`src/b64se_pkg.sv`:
```
// Package for the Base64 stream encoder: the phase type, the queue entry type,
// character constants and the six-bit symbol to ASCII mapping.
// Depends on nothing; the modules in src import it.
package b64se_pkg;

  // Position of the next byte within a three-byte group.
  typedef enum logic [1:0] {
    PH_FIRST  = 2'd0,
    PH_SECOND = 2'd1,
    PH_THIRD  = 2'd2
  } phase_t;

  localparam int CharW  = 7;
  localparam int Slots  = 4;

  localparam logic [CharW-1:0] CHAR_PAD   = 7'h3D; // '='
  localparam logic [CharW-1:0] CHAR_PLUS  = 7'h2B; // '+'
  localparam logic [CharW-1:0] CHAR_SLASH = 7'h2F; // '/'
  localparam logic [CharW-1:0] OFS_UPPER  = 7'd65; // 'A'
  localparam logic [CharW-1:0] OFS_LOWER  = 7'd71; // 'a' minus 26
  localparam logic [CharW-1:0] OFS_DIGIT  = 7'd4;  // 52 minus '0'

  // One classified byte: up to four characters, the index of the final one
  // and whether that final character closes the message.
  typedef struct packed {
    logic [Slots-1:0][CharW-1:0] chars;
    logic [1:0]                  cnt;
    logic                        last;
  } entry_t;

  // Maps a six-bit symbol onto the standard alphabet.
  function automatic logic [CharW-1:0] sym(input logic [5:0] v);
    logic [CharW-1:0] v7;
    v7 = {1'b0, v};
    if (v < 6'd26) begin
      return OFS_UPPER + v7;
    end else if (v < 6'd52) begin
      return OFS_LOWER + v7;
    end else if (v < 6'd62) begin
      return v7 - OFS_DIGIT;
    end else if (v == 6'd62) begin
      return CHAR_PLUS;
    end else begin
      return CHAR_SLASH;
    end
  endfunction

endpackage

```
`src/b64se_in_if.sv`:
```
// Byte channel of the Base64 stream encoder: valid/ready with byte and end flag.
// Depends on nothing.
interface b64se_in_if;
  logic       valid;
  logic       ready;
  logic [7:0] in_byte;
  logic       in_last;

  modport source (output valid, output in_byte, output in_last, input ready);
  modport sink   (input valid, input in_byte, input in_last, output ready);
endinterface

```
`src/b64se_out_if.sv`:
```
// Character channel of the Base64 stream encoder: valid/ready with ASCII code
// and end flag. Depends on nothing.
interface b64se_out_if;
  logic       valid;
  logic       ready;
  logic [6:0] out_char;
  logic       out_last;

  modport source (output valid, output out_char, output out_last, input ready);
  modport sink   (input valid, input out_char, input out_last, output ready);
endinterface

```
`src/b64se_front.sv`:
```
// Front part of the Base64 stream encoder: accepts bytes, tracks the group
// phase and leftover bits, and turns each byte into a queue entry.
// Depends on b64se_pkg.
module b64se_front
  import b64se_pkg::*;
(
  input  logic       clk,
  input  logic       rst_n,
  input  logic       in_valid,
  output logic       in_ready,
  input  logic [7:0] in_byte,
  input  logic       in_last,
  output logic       push_valid,
  input  logic       push_ready,
  output entry_t     push_entry
);

  phase_t     phase_r, phase_nxt;
  logic [3:0] carry_r, carry_nxt;
  logic       accept;

  assign in_ready   = push_ready;
  assign push_valid = in_valid;
  assign accept     = in_valid && push_ready;

  // Classify the byte by its phase and build the characters it causes.
  always_comb begin
    push_entry       = '0;
    push_entry.last  = in_last;
    phase_nxt        = phase_r;
    carry_nxt        = carry_r;
    unique case (phase_r)
      PH_SECOND: begin
        push_entry.chars[0] = sym({carry_r[1:0], in_byte[7:4]});
        push_entry.chars[1] = sym({in_byte[3:0], 2'b00});
        push_entry.chars[2] = CHAR_PAD;
        push_entry.cnt      = in_last ? 2'd2 : 2'd0;
        phase_nxt           = PH_THIRD;
        carry_nxt           = in_byte[3:0];
      end
      PH_THIRD: begin
        push_entry.chars[0] = sym({carry_r, in_byte[7:6]});
        push_entry.chars[1] = sym(in_byte[5:0]);
        push_entry.cnt      = 2'd1;
        phase_nxt           = PH_FIRST;
        carry_nxt           = 4'd0;
      end
      default: begin
        push_entry.chars[0] = sym(in_byte[7:2]);
        push_entry.chars[1] = sym({in_byte[1:0], 4'b0000});
        push_entry.chars[2] = CHAR_PAD;
        push_entry.chars[3] = CHAR_PAD;
        push_entry.cnt      = in_last ? 2'd3 : 2'd0;
        phase_nxt           = PH_SECOND;
        carry_nxt           = {2'b00, in_byte[1:0]};
      end
    endcase
    // The final byte of a message returns the encoder to a group start.
    if (in_last) begin
      phase_nxt = PH_FIRST;
      carry_nxt = 4'd0;
    end
  end

  // Phase and leftover bits advance on every byte transfer.
  always_ff @(posedge clk) begin
    if (!rst_n) begin
      phase_r <= PH_FIRST;
      carry_r <= 4'd0;
    end else if (accept) begin
      phase_r <= phase_nxt;
      carry_r <= carry_nxt;
    end
  end

endmodule

```
`src/b64se_queue.sv`:
```
// Short queue of classified entries between the front and back parts.
// Depends on b64se_pkg.
module b64se_queue
  import b64se_pkg::*;
#(
  parameter int Depth = 2
) (
  input  logic   clk,
  input  logic   rst_n,
  input  logic   push_valid,
  output logic   push_ready,
  input  entry_t push_entry,
  output logic   pop_valid,
  input  logic   pop_ready,
  output entry_t pop_entry
);

  localparam int IdxW = (Depth > 1) ? $clog2(Depth) : 1;
  localparam int CntW = $clog2(Depth + 1);

  entry_t            mem_r [Depth];
  logic [IdxW-1:0]   wr_ptr_r, wr_ptr_nxt;
  logic [IdxW-1:0]   rd_ptr_r, rd_ptr_nxt;
  logic [CntW-1:0]   cnt_r, cnt_nxt;
  logic              do_push, do_pop;

  assign push_ready = (cnt_r != CntW'(Depth));
  assign pop_valid  = (cnt_r != '0);
  assign pop_entry  = mem_r[rd_ptr_r];
  assign do_push    = push_valid && push_ready;
  assign do_pop     = pop_valid && pop_ready;

  // Pointer wrap and fill count.
  always_comb begin
    wr_ptr_nxt = wr_ptr_r;
    rd_ptr_nxt = rd_ptr_r;
    cnt_nxt    = cnt_r;
    if (do_push) begin
      wr_ptr_nxt = (wr_ptr_r == IdxW'(Depth - 1)) ? '0 : wr_ptr_r + 1'b1;
    end
    if (do_pop) begin
      rd_ptr_nxt = (rd_ptr_r == IdxW'(Depth - 1)) ? '0 : rd_ptr_r + 1'b1;
    end
    case ({do_push, do_pop})
      2'b10:   cnt_nxt = cnt_r + 1'b1;
      2'b01:   cnt_nxt = cnt_r - 1'b1;
      default: cnt_nxt = cnt_r;
    endcase
  end

  always_ff @(posedge clk) begin
    if (!rst_n) begin
      wr_ptr_r <= '0;
      rd_ptr_r <= '0;
      cnt_r    <= '0;
    end else begin
      wr_ptr_r <= wr_ptr_nxt;
      rd_ptr_r <= rd_ptr_nxt;
      cnt_r    <= cnt_nxt;
    end
  end

  // Entry storage needs no reset.
  always_ff @(posedge clk) begin
    if (do_push) begin
      mem_r[wr_ptr_r] <= push_entry;
    end
  end

endmodule

```
`src/b64se_back.sv`:
```
// Back part of the Base64 stream encoder: takes queue entries and sends their
// characters one per cycle, while the output is taken, through an output register. Depends on b64se_pkg.
module b64se_back
  import b64se_pkg::*;
(
  input  logic             clk,
  input  logic             rst_n,
  input  logic             pop_valid,
  output logic             pop_ready,
  input  entry_t           pop_entry,
  output logic             out_valid,
  input  logic             out_ready,
  output logic [CharW-1:0] out_char,
  output logic             out_last
);

  entry_t           cur_r, cur_nxt;
  logic [1:0]       idx_r, idx_nxt;
  logic             busy_r, busy_nxt;
  logic             out_valid_r, out_valid_nxt;
  logic [CharW-1:0] out_char_r, out_char_nxt;
  logic             out_last_r, out_last_nxt;
  logic             advance;
  logic             at_end;

  assign out_valid = out_valid_r;
  assign out_char  = out_char_r;
  assign out_last  = out_last_r;

  assign advance   = !out_valid_r || out_ready;
  assign at_end    = (idx_r == cur_r.cnt);
  // A new entry is taken when idle or as the last character leaves.
  assign pop_ready = !busy_r || (advance && at_end);

  always_comb begin
    cur_nxt       = cur_r;
    idx_nxt       = idx_r;
    busy_nxt      = busy_r;
    out_valid_nxt = out_valid_r;
    out_char_nxt  = out_char_r;
    out_last_nxt  = out_last_r;
    // Move the next character into the output register when it is free.
    if (advance) begin
      out_valid_nxt = busy_r;
      if (busy_r) begin
        out_char_nxt = cur_r.chars[idx_r];
        out_last_nxt = cur_r.last && at_end;
        idx_nxt      = idx_r + 1'b1;
      end
    end
    // Load the following entry straight behind the current one.
    if (pop_ready) begin
      busy_nxt = pop_valid;
      if (pop_valid) begin
        cur_nxt = pop_entry;
        idx_nxt = 2'd0;
      end
    end
  end

  always_ff @(posedge clk) begin
    if (!rst_n) begin
      busy_r      <= 1'b0;
      out_valid_r <= 1'b0;
    end else begin
      busy_r      <= busy_nxt;
      out_valid_r <= out_valid_nxt;
    end
  end

  always_ff @(posedge clk) begin
    cur_r      <= cur_nxt;
    idx_r      <= idx_nxt;
    out_char_r <= out_char_nxt;
    out_last_r <= out_last_nxt;
  end

endmodule

```
`src/base64_stream_encoder.sv`:
```
// Top level of the Base64 stream encoder: front classifier, entry queue and
// character sender. Depends on b64se_pkg, the two channel interfaces and the
// b64se_front, b64se_queue and b64se_back modules.
//
//   Channel | Direction | Payload             | Handshake
//   in_s    | input     | in_byte, in_last    | valid / ready
//   out_s   | output    | out_char, out_last  | valid / ready
//
// One character leaves per cycle while the output is taken; the single output
// register limits the stream rate. The front is combinational, so a byte enters
// the queue at its own transfer edge. Its first character then passes through
// the entry register of the back part and the output register.
// Synchronous active-low reset empties the queue and returns to a group start.
// Output stalls fill the queue, after which the input ready drops.
module base64_stream_encoder
  import b64se_pkg::*;
#(
  parameter int QUEUE_DEPTH = 2
) (
  input logic        clk,
  input logic        rst_n,
  b64se_in_if.sink   in_s,
  b64se_out_if.source out_s
);

  logic   push_valid, push_ready;
  entry_t push_entry;
  logic   pop_valid, pop_ready;
  entry_t pop_entry;

  b64se_front u_front (
    .clk        (clk),
    .rst_n      (rst_n),
    .in_valid   (in_s.valid),
    .in_ready   (in_s.ready),
    .in_byte    (in_s.in_byte),
    .in_last    (in_s.in_last),
    .push_valid (push_valid),
    .push_ready (push_ready),
    .push_entry (push_entry)
  );

  b64se_queue #(
    .Depth (QUEUE_DEPTH)
  ) u_queue (
    .clk        (clk),
    .rst_n      (rst_n),
    .push_valid (push_valid),
    .push_ready (push_ready),
    .push_entry (push_entry),
    .pop_valid  (pop_valid),
    .pop_ready  (pop_ready),
    .pop_entry  (pop_entry)
  );

  b64se_back u_back (
    .clk       (clk),
    .rst_n     (rst_n),
    .pop_valid (pop_valid),
    .pop_ready (pop_ready),
    .pop_entry (pop_entry),
    .out_valid (out_s.valid),
    .out_ready (out_s.ready),
    .out_char  (out_s.out_char),
    .out_last  (out_s.out_last)
  );

endmodule

```
`src/flat_wrapper.sv`:
```
// flat-port wrapper written by rule: the top's interface ports become plain ports
module base64_stream_encoder_flat import b64se_pkg::*;
#(
  parameter int QUEUE_DEPTH = 2
)
  (clk, rst_n, in_s_valid, in_s_in_byte, in_s_in_last, in_s_ready, out_s_valid, out_s_out_char, out_s_out_last, out_s_ready);
  b64se_in_if in_s_i ();
  b64se_out_if out_s_i ();
  input logic clk;
  input logic rst_n;
  input wire logic [$bits(in_s_i.valid)-1:0] in_s_valid;
  input wire logic [$bits(in_s_i.in_byte)-1:0] in_s_in_byte;
  input wire logic [$bits(in_s_i.in_last)-1:0] in_s_in_last;
  output wire logic [$bits(in_s_i.ready)-1:0] in_s_ready;
  output wire logic [$bits(out_s_i.valid)-1:0] out_s_valid;
  output wire logic [$bits(out_s_i.out_char)-1:0] out_s_out_char;
  output wire logic [$bits(out_s_i.out_last)-1:0] out_s_out_last;
  input wire logic [$bits(out_s_i.ready)-1:0] out_s_ready;
  assign in_s_i.valid = in_s_valid;
  assign in_s_i.in_byte = in_s_in_byte;
  assign in_s_i.in_last = in_s_in_last;
  assign in_s_ready = in_s_i.ready;
  assign out_s_valid = out_s_i.valid;
  assign out_s_out_char = out_s_i.out_char;
  assign out_s_out_last = out_s_i.out_last;
  assign out_s_i.ready = out_s_ready;
  base64_stream_encoder #(.QUEUE_DEPTH(QUEUE_DEPTH)) u_core (.clk(clk), .rst_n(rst_n), .in_s(in_s_i), .out_s(out_s_i));
endmodule
```
`config.mk`:
```
export PLATFORM = sky130hd
export DESIGN_NAME = base64_stream_encoder_flat
export DESIGN_NICKNAME = d
export VERILOG_FILES = /design/src/b64se_pkg.sv /design/src/b64se_in_if.sv /design/src/b64se_out_if.sv /design/src/b64se_front.sv /design/src/b64se_queue.sv /design/src/b64se_back.sv /design/src/base64_stream_encoder.sv /design/src/flat_wrapper.sv
export SDC_FILE = /design/constraint.sdc
export NUM_CORES = 1
export LEC_CHECK = 0
export BUFFER_PORTS_ARGS = -buffer_cell sky130_fd_sc_hd__buf_2
export CAP_MARGIN = 20
export CORE_UTILIZATION = 55
export DETAILED_ROUTE_END_ITERATION = 10
export PLACE_DENSITY_LB_ADDON = 0.15
export RECOVER_POWER = 50
export SLEW_MARGIN = 20
export SYNTH_ARGS = -nofsm -noshare
export SYNTH_HDL_FRONTEND = slang
export SYNTH_SLANG_ARGS = --single-unit
```
`constraint.sdc`:
```
create_clock -name clk -period 4.1 [get_ports clk]
set_clock_uncertainty 0.05 [all_clocks]
set_input_delay 0.41 -clock clk [delete_from_list [all_inputs] [get_ports clk]]
set_output_delay 0.41 -clock clk [all_outputs]
set_load 0.1 [all_outputs]
```
==> results_dict.tcl <==
set metrics [dict create \
    status "finished with violations" \
    violations "DRC" \
    finalCriticalPeriod_ps 3040 \
    rsz0062_at_grt "false" \
    synth.largest_area_cell "edfxtp_1" \
    synthSimpleGateAreaFrac_pct 12.6 \
    ios 23 \
    synth.cell_area_sq_mm 0.00503 \
    ys_seq_area_share_pct 44.4 \
    reg2reg_slack_ps 1060 \
    synthArstFlopShare_pct 0 \
    crit_type "register to register" \
    die_x_microns 97.6 \
    via_per_inst 6.39 \
    finalCritPeriodShare_pct 74.0 \
    synthTopCellsByArea "edfxtp_1 39%, ha_1 6.7%, dfxtp_1 5.6%" \
    min_to "u_core.u_back.out_valid" \
    grt_pass1_wl_microns 18900 \
    synthCells 482 \
    end_kind "register" \
    crit_required_ps 4130 \
    start_kind "register" \
    grt_pass1_vias 3729 \
    track_usage_pct 25.3 \
    critPathMaxStageDelay_ps 700 \
    place_area_sq_mm 0.00515 \
    finalMaxSlewViolations 0 \
    cts.sink_count 79 \
    syn_to_final_growth_pct 6.19 \
    finalSetupTns_ps 0 \
    rows 34 \
    yosysWarnings 0 \
    critical_path.cell_chain "inv_1 > ha_1 > clkbuf_1 > inv_1 > nand2_1 > a211oi_1 > a311o_1" \
    synth_top_family_by_area "compound AO/OA/AOI/OAI gates" \
    synth_seq_cells 79 \
    muxShareOfSynthArea_pct 7.71 \
    whs_path_depth 3 \
    root_buffer "clkbuf_8" \
    synthXorXnorAreaFrac_pct 3.13 \
    hold_viol 0 \
    cts_resized 0 \
    postCtsHoldBufs 0 \
    netlist.area_leader.share_pct 38.8 \
    cts_setup_buffers 0 \
    grt_antenna_before_repair 0 \
    holdWs_ps 351 \
    crit_arrival_ps 3060 \
    htree_levels 3 \
    cpMaxStageDelayCell "clkbuf_1" \
    crit_family "buffers and inverters" \
    ant_nets 0 \
    first_iter_violations 245 \
    synth_edf_count 65 \
    portBuffers 22 \
    power.density_mw_per_mm2 532 \
    clk-insertion-delay-late_ps 340 \
    finalSetupViolations 0 \
    min_path_type "input port to register" \
    synthFlopType "edfxtp_1" \
    place_hpwl_microns 8160 \
    die_area_sq_mm 0.00953 \
    crit_top_cell "inv_1" \
    dr.pass1.iters 10 \
    slew_headroom_pct 21.1 \
    crit_path_start "u_core.u_front.phase_r[0]" \
    max_freq_ghz 0.329 \
    yosysUniqueCellTypes 64 \
    drive_gt1_share_pct 12.2 \
    reg2reg_depth 7 \
    wl_microns 11600 \
    synth_nets 522 \
    synthAdderAreaFrac_pct 6.72 \
    fin_nets 527 \
    syn_area_per_cell_sq_um 10.4 \
    path_clk_slew_ps 70 \
    leakagePower_nw 1.91 \
    cts_tree "yes" \
    r2r-start "u_core.u_front.phase_r[0]" \
    cp_num_buf_inv 3 \
    start_util_pct 57.1 \
    worst_slew_pin_slew_ps 1190 \
    core_sq_mm 0.00881 \
    cts_inserted_buffers 9 \
    synth-compound-area-share_pct 20.6 \
    maxCapViolations 0 \
    grt_max_degree 24 \
    vias 3834 \
    wire_per_inst_microns 19.3 \
    hp-start "out_s_ready" \
    drc_errors 7 \
    finish.instance_area_sq_mm 0.00534 \
    max-vdd-ir-drop_uv 459 \
    grt-ovfl-total 0 \
    clockBufferDepth 2 \
    dieHeight_microns 97.6 \
    cp_max_fo 19 \
    worstReg2RegEnd "u_core.u_queue.mem_r[0][6]" \
    gp_congestion 0.905 \
    diodes 0 \
]
-- cells in the final DEF, fill, tap and decap left out, types with 16 or more instances in the layout --
cell	count
a21oi_1	29
edfxtp_1	65
ha_1	27
inv_1	21
mux2_2	22
nand2_1	24
nor2_1	23
o21ai_0	27
xnor2_1	16
-- sequential cells by signal (all words and copies together), names as in the netlist --
register / flops
u_core.u_queue.mem_r: 38
u_core.u_back.cur_r: 19
u_core.u_back.out_char: 7
u_core.u_front.carry_r: 4
u_core.u_back.idx_r: 2
u_core.u_front.phase_r: 2
u_core.u_queue.cnt_r: 2
u_core.u_back.busy_r: 1
u_core.u_back.out_last: 1
u_core.u_back.out_valid: 1
u_core.u_queue.rd_ptr_r: 1
u_core.u_queue.wr_ptr_r: 1
-- synth_stat cells (5+ instances only) --
| cell type | instances |
|---|---|
| o21ai_0 | 27 |
| or3_1 | 5 |
| dfxtp_1 | 14 |
| clkbuf_1 | 15 |
| nor2b_1 | 11 |
| mux2i_1 | 14 |
| nand2_1 | 24 |
| ha_1 | 27 |
| nor3_1 | 11 |
| xnor2_1 | 16 |
| a21o_1 | 6 |
| mux2_2 | 22 |
| edfxtp_1 | 65 |
| a31oi_1 | 7 |
| nand2b_1 | 10 |
| inv_1 | 21 |
| nor2_1 | 23 |
| a21oi_1 | 30 |
| a211oi_1 | 8 |
| a22oi_1 | 7 |
| buf_2 | 14 |
| o211ai_1 | 9 |
| nand3_1 | 13 |
-- worst max-delay path by stage --
| stage | endpoint | slack, ps | cells after the start |
|---|---|---|---|
| 3_5_place_dp | u_core.u_queue.mem_r[1][14] | 1070 | 10 |
| 4_1_cts | u_core.u_queue.mem_r[0][6] | 1280 | 7 |
| 3_3_place_gp | u_core.u_queue.mem_r[0][8] | 1130 | 8 |
| 5_1_grt | u_core.u_queue.mem_r[0][6] | 880 | 7 |
| 6_report | u_core.u_queue.mem_r[0][6] | 1060 | 7 |
| 2_1_floorplan | u_core.u_queue.cnt_r[1] | 880 | 6 |
-- routing by layer --
metal | track usage [%] | part of all wire [%] | up-vias
met5 | 0 | 0 | -
met4 | 11.7 | 2.4 | 0
met3 | 3.74 | 6.0 | 22
met2 | 42.6 | 48 | 149
met1 | 32.0 | 44 | 1828
li1 | - | - | 1835
-- cell families (layout without fill, tap and decap cells) --
group | count (synthesis) | in the layout
DFF | 79 | 79
muxes | 36 | 36
and+or+nand+nor | 121 | 121
buffers and inverters | 55 | 65
AOI/OAI and AO/OA | 146 | 146
adders and majority gates | 27 | 27
xor gates and xnor gates | 18 | 18
-- worst register-to-register path, cell delays in order (launching register included) --
cell,delay (ps)
dfxtp_1,390
inv_1,60
ha_1,270
clkbuf_1,700
inv_1,440
nand2_1,400
a211oi_1,110
a311o_1,360
-- cell type report --
type | instances | area, sq um
multi-input combinational | 348 | 2560
clock inverter | 6 | 85.1
fill | 766 | 3460
timing repair buffer | 26 | 116
inverter | 23 | 86.3
tap | 108 | 135
clock buffer | 10 | 128
sequential | 79 | 2230
-- metrics by stage --
stage	std cells	power, W	utilization (%)	setup slack [ps]
6_report	600	0.00284	60.7	1060
5_1_grt	600	0.00298	60.7	879
4_1_cts	600	0.00287	60.9	1280
3_5_place_dp	584	0.00226	58.5	1070
3_3_place_gp	584	0.00224	58.5	1130
2_1_floorplan	482	0.00204	-	883
-- power by group --
| group | switching [W] | leakage [nW] | internal (W) | total [W] |
|---|---|---|---|---|
| logic | 0.000671 | 1.10 | 0.000290 | 0.000961 |
| clock network | 0.000263 | 0.104 | 0.000341 | 0.000604 |
| registers | 0.000131 | 0.708 | 0.00115 | 0.00128 |
| total | 0.00107 | 1.91 | 0.00178 | 0.00284 |
Note: power is estimated with default switching activity, not from simulation.
